### config.mk
export PLATFORM = sky130hd
export DESIGN_NAME = imu_serial_frame_parser_flat
export DESIGN_NICKNAME = d
export VERILOG_FILES = /design/src/hw/rtl/imu_sfp_pkg.sv /design/src/hw/rtl/imu_sfp_channels.sv /design/src/hw/rtl/imu_sfp_csr.sv /design/src/hw/rtl/imu_sfp_input_stage.sv /design/src/hw/rtl/imu_sfp_parser.sv /design/src/hw/rtl/imu_sfp_output_stage.sv /design/src/hw/rtl/imu_serial_frame_parser.sv /design/src/flat_wrapper.sv
export SDC_FILE = /design/constraint.sdc
export NUM_CORES = 1
export LEC_CHECK = 0
export ABC_AREA = 1
export ABC_CLOCK_PERIOD_IN_PS = 6800
export BUFFER_PORTS_ARGS = -buffer_cell sky130_fd_sc_hd__clkbuf_2
export CAP_MARGIN = 25
export CORE_UTILIZATION = 40
export CTS_CLUSTER_DIAMETER = 40
export DETAILED_ROUTE_END_ITERATION = 12
export GPL_ROUTABILITY_DRIVEN = 0
export PLACE_DENSITY = 0.62
export SLEW_MARGIN = 10
export SYNTH_ARGS = -nofsm -noshare
export SYNTH_HDL_FRONTEND = slang
export SYNTH_SLANG_ARGS = --single-unit
### constraint.sdc
create_clock -name clock -period 6.8 [get_ports clock]
set_clock_uncertainty 0.1 [all_clocks]
set_input_delay 0.34 -clock clock [delete_from_list [all_inputs] [get_ports clock]]
set_output_delay 0.34 -clock clock [all_outputs]
set_load 0.005 [all_outputs]
### src/hw/rtl/imu_sfp_pkg.sv
`timescale 1ns / 1ps
// ----------------------------------------------------------------------------
// IMU serial frame parser package
// Types and constants shared by the frame parser modules.
// ----------------------------------------------------------------------------
package imu_sfp_pkg;

   localparam int StoreDepth = 24;
   localparam int WordCount  = 6;
   localparam int ByteWidth  = 8;
   localparam int WordWidth  = 32;

   localparam logic [ByteWidth-1:0] CountMax = 8'd255;

   localparam logic [1:0] CsrHeaderByte  = 2'd0;
   localparam logic [1:0] CsrEndByte     = 2'd1;
   localparam logic [1:0] CsrImuCommand  = 2'd2;
   localparam logic [1:0] CsrAhrsCommand = 2'd3;

   localparam logic [ByteWidth-1:0] HeaderByteReset  = 8'd252;
   localparam logic [ByteWidth-1:0] EndByteReset     = 8'd253;
   localparam logic [ByteWidth-1:0] ImuCommandReset  = 8'd64;
   localparam logic [ByteWidth-1:0] AhrsCommandReset = 8'd65;

   localparam logic KindImu  = 1'b0;
   localparam logic KindAhrs = 1'b1;

   typedef enum logic [3:0] {
      PH_HEADER,
      PH_COMMAND,
      PH_LENGTH,
      PH_SEQUENCE,
      PH_CRC8,
      PH_CRC_LO,
      PH_CRC_HI,
      PH_DATA,
      PH_END
   } phase_type;

   typedef struct packed {
      logic [ByteWidth-1:0] header_byte;
      logic [ByteWidth-1:0] end_byte;
      logic [ByteWidth-1:0] imu_command;
      logic [ByteWidth-1:0] ahrs_command;
   } csr_type;

   typedef struct packed {
      logic                                frame_kind;
      logic [ByteWidth-1:0]                sequence_number;
      logic [WordCount-1:0][WordWidth-1:0] words;
   } result_type;

endpackage

### src/hw/rtl/imu_sfp_channels.sv
`timescale 1ns / 1ps
// ----------------------------------------------------------------------------
// IMU serial frame parser channels
// Valid/ready channels for received bytes and for parsed frames.
// ----------------------------------------------------------------------------
interface imu_sfp_req_if;
   logic       valid;
   logic       ready;
   logic [7:0] rx_byte;

   modport source (output valid, output rx_byte, input ready);
   modport sink (input valid, input rx_byte, output ready);
endinterface

interface imu_sfp_rsp_if;
   logic        valid;
   logic        ready;
   logic        frame_kind;
   logic [7:0]  sequence_number;
   logic [31:0] word_zero;
   logic [31:0] word_one;
   logic [31:0] word_two;
   logic [31:0] word_three;
   logic [31:0] word_four;
   logic [31:0] word_five;

   modport source (output valid, output frame_kind, output sequence_number,
                   output word_zero, output word_one, output word_two,
                   output word_three, output word_four, output word_five,
                   input ready);
   modport sink (input valid, input frame_kind, input sequence_number,
                 input word_zero, input word_one, input word_two,
                 input word_three, input word_four, input word_five,
                 output ready);
endinterface

### src/hw/rtl/imu_sfp_csr.sv
`timescale 1ns / 1ps
// ----------------------------------------------------------------------------
// IMU serial frame parser registers
// Holds the header, end and command byte values written over the CSR port.
// ----------------------------------------------------------------------------
module imu_sfp_csr (
   input  logic                  clock,
   input  logic                  reset,
   input  logic                  csr_write_enable,
   input  logic [1:0]            csr_index,
   input  logic [7:0]            csr_write_data,
   output imu_sfp_pkg::csr_type  csr
);

   imu_sfp_pkg::csr_type csr_ff;

   always_ff @(posedge clock) begin
      if (reset) begin
         csr_ff.header_byte  <= imu_sfp_pkg::HeaderByteReset;
         csr_ff.end_byte     <= imu_sfp_pkg::EndByteReset;
         csr_ff.imu_command  <= imu_sfp_pkg::ImuCommandReset;
         csr_ff.ahrs_command <= imu_sfp_pkg::AhrsCommandReset;
      end else if (csr_write_enable) begin
         unique case (csr_index)
            imu_sfp_pkg::CsrHeaderByte:  csr_ff.header_byte  <= csr_write_data;
            imu_sfp_pkg::CsrEndByte:     csr_ff.end_byte     <= csr_write_data;
            imu_sfp_pkg::CsrImuCommand:  csr_ff.imu_command  <= csr_write_data;
            imu_sfp_pkg::CsrAhrsCommand: csr_ff.ahrs_command <= csr_write_data;
            default: ;
         endcase
      end
   end

   assign csr = csr_ff;

endmodule

### src/hw/rtl/imu_sfp_input_stage.sv
`timescale 1ns / 1ps
// ----------------------------------------------------------------------------
// IMU serial frame parser input stage
// Registers one received byte and holds it until the parser takes it.
// ----------------------------------------------------------------------------
module imu_sfp_input_stage (
   input  logic              clock,
   input  logic              reset,
   imu_sfp_req_if.sink       req_chan,
   input  logic              take,
   output logic              in_valid,
   output logic [7:0]        in_byte
);

   logic       valid_ff;
   logic       valid_in;
   logic [7:0] byte_ff;
   logic       accept;

   assign req_chan.ready = !valid_ff || take;
   assign accept         = req_chan.valid && req_chan.ready;
   assign valid_in       = accept || (valid_ff && !take);

   always_ff @(posedge clock) begin
      if (reset) begin
         valid_ff <= 1'b0;
      end else begin
         valid_ff <= valid_in;
      end
   end

   always_ff @(posedge clock) begin
      if (accept) begin
         byte_ff <= req_chan.rx_byte;
      end
   end

   assign in_valid = valid_ff;
   assign in_byte  = byte_ff;

endmodule

### src/hw/rtl/imu_sfp_parser.sv
`timescale 1ns / 1ps
// ----------------------------------------------------------------------------
// IMU serial frame parser state machine
// Walks the frame one byte at a time, keeps the first payload bytes and
// builds the result when a correct end byte closes the frame.
// ----------------------------------------------------------------------------
module imu_sfp_parser (
   input  logic                     clock,
   input  logic                     reset,
   input  logic                     in_valid,
   input  logic [7:0]               in_byte,
   input  imu_sfp_pkg::csr_type     csr,
   input  logic                     out_free,
   output logic                     take,
   output logic                     push,
   output imu_sfp_pkg::result_type  result
);

   imu_sfp_pkg::phase_type phase_ff;
   imu_sfp_pkg::phase_type phase_in;
   logic [7:0]             command_ff;
   logic [7:0]             command_in;
   logic [7:0]             length_ff;
   logic [7:0]             length_in;
   logic [7:0]             sequence_ff;
   logic [7:0]             sequence_in;
   logic [7:0]             count_ff;
   logic [7:0]             count_in;
   logic [7:0]             count_step;
   logic                   store_write;
   logic                   emit;
   logic                   kind;

   logic [imu_sfp_pkg::StoreDepth-1:0][7:0] store_ff;

   assign take = in_valid && (out_free || !emit);
   assign push = take && emit;

   always_comb begin
      phase_in    = phase_ff;
      command_in  = command_ff;
      length_in   = length_ff;
      sequence_in = sequence_ff;
      count_in    = count_ff;
      store_write = 1'b0;
      emit        = 1'b0;
      kind        = imu_sfp_pkg::KindImu;
      count_step  = (count_ff == imu_sfp_pkg::CountMax) ? count_ff : count_ff + 8'd1;
      unique case (phase_ff)
         imu_sfp_pkg::PH_HEADER: begin
            if (in_byte == csr.header_byte) begin
               phase_in = imu_sfp_pkg::PH_COMMAND;
            end
         end
         imu_sfp_pkg::PH_COMMAND: begin
            if (in_byte == csr.imu_command || in_byte == csr.ahrs_command) begin
               command_in = in_byte;
               phase_in   = imu_sfp_pkg::PH_LENGTH;
            end else begin
               phase_in = imu_sfp_pkg::PH_HEADER;
            end
         end
         imu_sfp_pkg::PH_LENGTH: begin
            length_in = in_byte;
            count_in  = 8'd0;
            phase_in  = imu_sfp_pkg::PH_SEQUENCE;
         end
         imu_sfp_pkg::PH_SEQUENCE: begin
            sequence_in = in_byte;
            phase_in    = imu_sfp_pkg::PH_CRC8;
         end
         imu_sfp_pkg::PH_CRC8:   phase_in = imu_sfp_pkg::PH_CRC_LO;
         imu_sfp_pkg::PH_CRC_LO: phase_in = imu_sfp_pkg::PH_CRC_HI;
         imu_sfp_pkg::PH_CRC_HI: phase_in = imu_sfp_pkg::PH_DATA;
         imu_sfp_pkg::PH_DATA: begin
            store_write = count_ff < 8'(imu_sfp_pkg::StoreDepth);
            count_in    = count_step;
            if (count_step >= length_ff) begin
               phase_in = imu_sfp_pkg::PH_END;
            end
         end
         imu_sfp_pkg::PH_END: begin
            if (in_byte == csr.end_byte) begin
               if (command_ff == csr.imu_command) begin
                  emit = 1'b1;
                  kind = imu_sfp_pkg::KindImu;
               end else if (command_ff == csr.ahrs_command) begin
                  emit = 1'b1;
                  kind = imu_sfp_pkg::KindAhrs;
               end
            end
            phase_in = imu_sfp_pkg::PH_HEADER;
         end
         default: phase_in = imu_sfp_pkg::PH_HEADER;
      endcase
   end

   always_ff @(posedge clock) begin
      if (reset) begin
         phase_ff    <= imu_sfp_pkg::PH_HEADER;
         command_ff  <= 8'd0;
         length_ff   <= 8'd0;
         sequence_ff <= 8'd0;
         count_ff    <= 8'd0;
      end else if (take) begin
         phase_ff    <= phase_in;
         command_ff  <= command_in;
         length_ff   <= length_in;
         sequence_ff <= sequence_in;
         count_ff    <= count_in;
      end
   end

   always_ff @(posedge clock) begin
      if (reset) begin
         store_ff <= '0;
      end else if (take && store_write) begin
         store_ff[count_ff[4:0]] <= in_byte;
      end
   end

   assign result.frame_kind      = kind;
   assign result.sequence_number = sequence_ff;
   assign result.words           = store_ff;

endmodule

### src/hw/rtl/imu_sfp_output_stage.sv
`timescale 1ns / 1ps
// ----------------------------------------------------------------------------
// IMU serial frame parser output stage
// Holds one parsed frame until the downstream side takes it.
// ----------------------------------------------------------------------------
module imu_sfp_output_stage (
   input  logic                     clock,
   input  logic                     reset,
   input  logic                     push,
   input  imu_sfp_pkg::result_type  result,
   output logic                     out_free,
   imu_sfp_rsp_if.source            rsp_chan
);

   logic                    valid_ff;
   logic                    valid_in;
   imu_sfp_pkg::result_type result_ff;

   assign out_free = !valid_ff || rsp_chan.ready;
   assign valid_in = push || (valid_ff && !rsp_chan.ready);

   always_ff @(posedge clock) begin
      if (reset) begin
         valid_ff <= 1'b0;
      end else begin
         valid_ff <= valid_in;
      end
   end

   always_ff @(posedge clock) begin
      if (push) begin
         result_ff <= result;
      end
   end

   assign rsp_chan.valid           = valid_ff;
   assign rsp_chan.frame_kind      = result_ff.frame_kind;
   assign rsp_chan.sequence_number = result_ff.sequence_number;
   assign rsp_chan.word_zero       = result_ff.words[0];
   assign rsp_chan.word_one        = result_ff.words[1];
   assign rsp_chan.word_two        = result_ff.words[2];
   assign rsp_chan.word_three      = result_ff.words[3];
   assign rsp_chan.word_four       = result_ff.words[4];
   assign rsp_chan.word_five       = result_ff.words[5];

endmodule

### src/hw/rtl/imu_serial_frame_parser.sv
`timescale 1ns / 1ps
// ----------------------------------------------------------------------------
// IMU serial frame parser
// Takes one received byte per item and reports each complete IMU or AHRS
// frame as its kind, sequence number and six little-endian payload words.
// The block accepts one byte per clock cycle unless a stall holds it. A byte
// is registered on acceptance and parsed when the parser takes it, so a
// frame's result is registered as the parser takes its end byte. The output
// register holds one result; while it waits, later bytes are still taken and
// parsed, and only a byte that would itself complete a frame stalls, which
// then holds the input register full. Header CRC bytes are skipped
// unchecked, and only the first 24 payload bytes are kept.
// ----------------------------------------------------------------------------
module imu_serial_frame_parser (
   input  logic          clock,
   input  logic          reset,
   imu_sfp_req_if.sink   req_chan,
   imu_sfp_rsp_if.source rsp_chan,
   input  logic          csr_write_enable,
   input  logic [1:0]    csr_index,
   input  logic [7:0]    csr_write_data
);

   imu_sfp_pkg::csr_type    csr;
   imu_sfp_pkg::result_type result;
   logic                    in_valid;
   logic [7:0]              in_byte;
   logic                    take;
   logic                    push;
   logic                    out_free;

   imu_sfp_csr u_csr (
      .clock            (clock),
      .reset            (reset),
      .csr_write_enable (csr_write_enable),
      .csr_index        (csr_index),
      .csr_write_data   (csr_write_data),
      .csr              (csr)
   );

   imu_sfp_input_stage u_input_stage (
      .clock    (clock),
      .reset    (reset),
      .req_chan (req_chan),
      .take     (take),
      .in_valid (in_valid),
      .in_byte  (in_byte)
   );

   imu_sfp_parser u_parser (
      .clock    (clock),
      .reset    (reset),
      .in_valid (in_valid),
      .in_byte  (in_byte),
      .csr      (csr),
      .out_free (out_free),
      .take     (take),
      .push     (push),
      .result   (result)
   );

   imu_sfp_output_stage u_output_stage (
      .clock    (clock),
      .reset    (reset),
      .push     (push),
      .result   (result),
      .out_free (out_free),
      .rsp_chan (rsp_chan)
   );

endmodule

### src/flat_wrapper.sv
// flat-port wrapper written by rule: the top's interface ports become plain ports
module imu_serial_frame_parser_flat 
  (clock, reset, csr_write_enable, csr_index, csr_write_data, req_chan_valid, req_chan_rx_byte, req_chan_ready, rsp_chan_valid, rsp_chan_frame_kind, rsp_chan_sequence_number, rsp_chan_word_zero, rsp_chan_word_one, rsp_chan_word_two, rsp_chan_word_three, rsp_chan_word_four, rsp_chan_word_five, rsp_chan_ready);
  imu_sfp_req_if req_chan_i ();
  imu_sfp_rsp_if rsp_chan_i ();
  input  logic clock;
  input  logic reset;
  input  logic csr_write_enable;
  input  logic [1:0] csr_index;
  input  logic [7:0] csr_write_data;
  input wire logic [$bits(req_chan_i.valid)-1:0] req_chan_valid;
  input wire logic [$bits(req_chan_i.rx_byte)-1:0] req_chan_rx_byte;
  output wire logic [$bits(req_chan_i.ready)-1:0] req_chan_ready;
  output wire logic [$bits(rsp_chan_i.valid)-1:0] rsp_chan_valid;
  output wire logic [$bits(rsp_chan_i.frame_kind)-1:0] rsp_chan_frame_kind;
  output wire logic [$bits(rsp_chan_i.sequence_number)-1:0] rsp_chan_sequence_number;
  output wire logic [$bits(rsp_chan_i.word_zero)-1:0] rsp_chan_word_zero;
  output wire logic [$bits(rsp_chan_i.word_one)-1:0] rsp_chan_word_one;
  output wire logic [$bits(rsp_chan_i.word_two)-1:0] rsp_chan_word_two;
  output wire logic [$bits(rsp_chan_i.word_three)-1:0] rsp_chan_word_three;
  output wire logic [$bits(rsp_chan_i.word_four)-1:0] rsp_chan_word_four;
  output wire logic [$bits(rsp_chan_i.word_five)-1:0] rsp_chan_word_five;
  input wire logic [$bits(rsp_chan_i.ready)-1:0] rsp_chan_ready;
  assign req_chan_i.valid = req_chan_valid;
  assign req_chan_i.rx_byte = req_chan_rx_byte;
  assign req_chan_ready = req_chan_i.ready;
  assign rsp_chan_valid = rsp_chan_i.valid;
  assign rsp_chan_frame_kind = rsp_chan_i.frame_kind;
  assign rsp_chan_sequence_number = rsp_chan_i.sequence_number;
  assign rsp_chan_word_zero = rsp_chan_i.word_zero;
  assign rsp_chan_word_one = rsp_chan_i.word_one;
  assign rsp_chan_word_two = rsp_chan_i.word_two;
  assign rsp_chan_word_three = rsp_chan_i.word_three;
  assign rsp_chan_word_four = rsp_chan_i.word_four;
  assign rsp_chan_word_five = rsp_chan_i.word_five;
  assign rsp_chan_i.ready = rsp_chan_ready;
  imu_serial_frame_parser u_core (.clock(clock), .reset(reset), .req_chan(req_chan_i), .rsp_chan(rsp_chan_i), .csr_write_enable(csr_write_enable), .csr_index(csr_index), .csr_write_data(csr_write_data));
endmodule
==> flow_summary.ini <==
[cts]
clock_latency_ns = 0.58
cts_buffers = 66
ctsRootBufferMaster = clkbuf_16
htreeDepth = 3
cts_setup_buffers = 0
cts_sinks = 471
cts_buffer_depth = 3
cts_tree = done
clkTransAtPathRegs_ns = 0.05

[yosys]
ys_types = 28
syn_avg_cell_area_sq_um = 8.843
synth_edf_count = 209
synth_commonest_cells = 592 x nand2_1, 473 x nor2_1, 300 x inv_1
ys_seq_area_share_pct = 61.40
synth_most_common_cell = nand2_1
ys_ff_latch = 471
synth_largest_area_cell = edfxtp_1
synth_nets = 2157
synth_top_area_share_pct = 33.45
synth_ff_type = dfxtp_1
async_flop_share_pct = 0
ys_top_cells_by_area = edfxtp_1 33%, dfxtp_1 28%, nand2_1 12%
yosysWarnings = 0
synthCells = 2122
synth_area_sq_mm = 0.01876

[die]
fp.dieW_microns = 218.6
io_pins = 226
core_area_sq_mm = 0.04587
initial_core_util_pct = 40.91
die_y_microns = 218.6
rows = 78
die_area_sq_mm = 0.04778

[flow_run]
maxCapViolCount = 0

[sta]
period_minus_slack_ns = 4.854
slew_viol_final = 0
finalSetupTns_ns = 0
setup-violations-final = 0
hold_viol_final = 0
max_freq_mhz = 206.0
rsz0062_at_grt = false
worst_slew_pin_slew_ns = 0.9665
setup_slack_ns = 1.946
fin_crit_sh_pct = 71.39
holdWs_ns = 0.03036
slew_headroom_pct = 35.57

[route]
drt_iter0_drc = 961
via_per_inst = 4.586
wl_microns = 45530
first_pass_iters = 5
ant_nets = 0
via_count = 13800
drc = 0
wl_per_cell_microns = 15.13

[finish]
drive_gt1_share_pct = 15.82
antenna-diode-count = 0
nNetsFinal = 2391
fin_cells = 3009
areaGrowthSynthToFinish_pct = 20.63
design_area_sq_mm = 0.02264

[global_routing]
met1_usage_pct = 25.53
grt_pass1_wl_microns = 70580
grt_antenna_before_repair = 0
met3_usage_pct = 3.619
grt_start_max_net_pins = 121
grt_usage_pct = 19.10
grt_pass1_vias = 12890
grtUsageMet2_pct = 30.80
grt_busiest_layer = met2
overflow = 0

[placed_design]
io_buffer_count = 225
placed_cells = 2872
placed_area_sq_mm = 0.02023
pre_cts_ws_ns = 1.888
dp_hpwl_microns = 29210

[setup_path]
crit_buf_inv = 6
arrival_ns = 4.96
cp_cell_sequence = buf_4 -> inv_1 -> nand2_1 -> nand2_1 -> nor2_1 -> nand3_1 -> nor2_1 -> nand3_2 -> buf_4 -> nand2_1 -> clkinv_1 -> nand2_1 -> inv_8 -> buf_4
crit_top_cell = nand2_1
critPathTopFamily = buffers and inverters
critPathRequiredTime_ns = 6.91
cp-end-kind = flop
worst-setup-path-type = reg -> reg
startpoint = u_core.u_input_stage.in_byte[5]
cpMaxStageDelayCell = edfxtp_1
r2r_start = u_core.u_input_stage.in_byte[5]
critPathMaxFanout = 120
critPathMaxStageDelay_ns = 0.67
start_kind = flop

[power]
power_density_mw_per_mm2 = 288.7
ir_drop_uv = 161.0
leakage_uw = 0.01044

[hold_path]
hold_start = csr_write_data[4]
hp-class = in -> reg

[status]
outcome = completed
[cell type report]
type,instances,area (sq um)
clock buffer,83,1839
clock inverter,38,390.4
fill,4244,23230
inverter,303,1150
multi-input combinational,1257,5559
sequential,471,11520
tap,600,750.7
timing repair buffer,257,1424
[final timing paths]
path	slack (ns)	end	depth (start not counted)
max	1.95	u_core.u_output_stage.rsp_chan.word_one[8]	14
min reg2reg	0.32	u_core.u_output_stage.rsp_chan.word_five[20]	0
max reg2reg	1.95	u_core.u_output_stage.rsp_chan.word_one[8]	14
min	0.03	u_core.u_csr.csr[28]	3
[registers in the layout, indices dropped and copies added, names as in the netlist, 32 cells and up]
name / flops
u_core.u_output_stage.rsp_chan.word_one: 32
u_core.u_output_stage.rsp_chan.word_two: 32
u_core.u_output_stage.rsp_chan.word_zero: 32
u_core.u_output_stage.rsp_chan.word_four: 32
u_core.u_output_stage.rsp_chan.word_three: 32
u_core.u_csr.csr: 32
u_core.u_output_stage.rsp_chan.word_five: 32
u_core.u_parser.result: 192
[kinds of logic (layout without fill, tap and decap cells)]
logic type,after synthesis,count (layout),share of synthesized area (%)
simple gates,1155,1155,25.65
flops,471,471,61.40
buf+inv,394,681,9.002
compound gates,59,59,1.700
xor+xnor,31,31,1.447
fa+ha+maj,12,12,0.8001
[power breakdown]
group	switching [uW]	internal, uW
Sequential	18.8	2950
Combinational	126	45.0
Clock	1320	2080
[per-layer routing]
| metal | up-vias | share of wire, % |
|---|---|---|
| li1 | 6966 | - |
| met1 | 6389 | 45 |
| met2 | 373 | 48 |
| met3 | 70 | 5.4 |
| met4 | 0 | 2.2 |
| met5 | - | 0 |
[metrics by stage]
| stage | util [%] | power (uW) |
|---|---|---|
| after global placement | 44.10 | 3184 |
| after CTS | 49.29 | 6600 |
| final | 49.35 | 6535 |
| after global routing | 49.35 | 6750 |
| after floorplan | - | 3122 |
| after detailed placement | 44.10 | 3187 |
[worst reg2reg max path, delay by kind of cell (launching register included)]
kind	cells	cell delay [ns]
buffers and inverters	6	2.78
and+or+nand+nor	8	0.91
DFF	1	0.67
[timing repair]
action                    4_1_cts  5_1_grt
gates resized for setup         0        0
hold buffers                   15        0
hold endpoints to repair       26        0
[layout by cell type (no fill, tap or decap), types with 2 or more instances in the layout]
master / n
buf_4: 16
xor2_1: 9
nand4_4: 20
inv_8: 5
clkbuf_16: 69
edfxtp_1: 209
inv_1: 299
clkinv_8: 3
nor3_1: 7
nor3_4: 2
bufinv_16: 3
inv_6: 10
ha_1: 12
clkinvlp_4: 5
o211ai_1: 6
nand3_1: 46
clkinv_1: 3
clkinv_4: 6
o21ai_0: 21
clkbuf_2: 225
nand2_1: 592
nand4_1: 13
a21oi_1: 29
dfxtp_1: 261
xnor2_1: 22
clkbuf_1: 8
clkbuf_8: 6
dlygate4sd3_1: 15
clkinv_2: 6
nor2_1: 473
(Power assumes the default switching activity.)
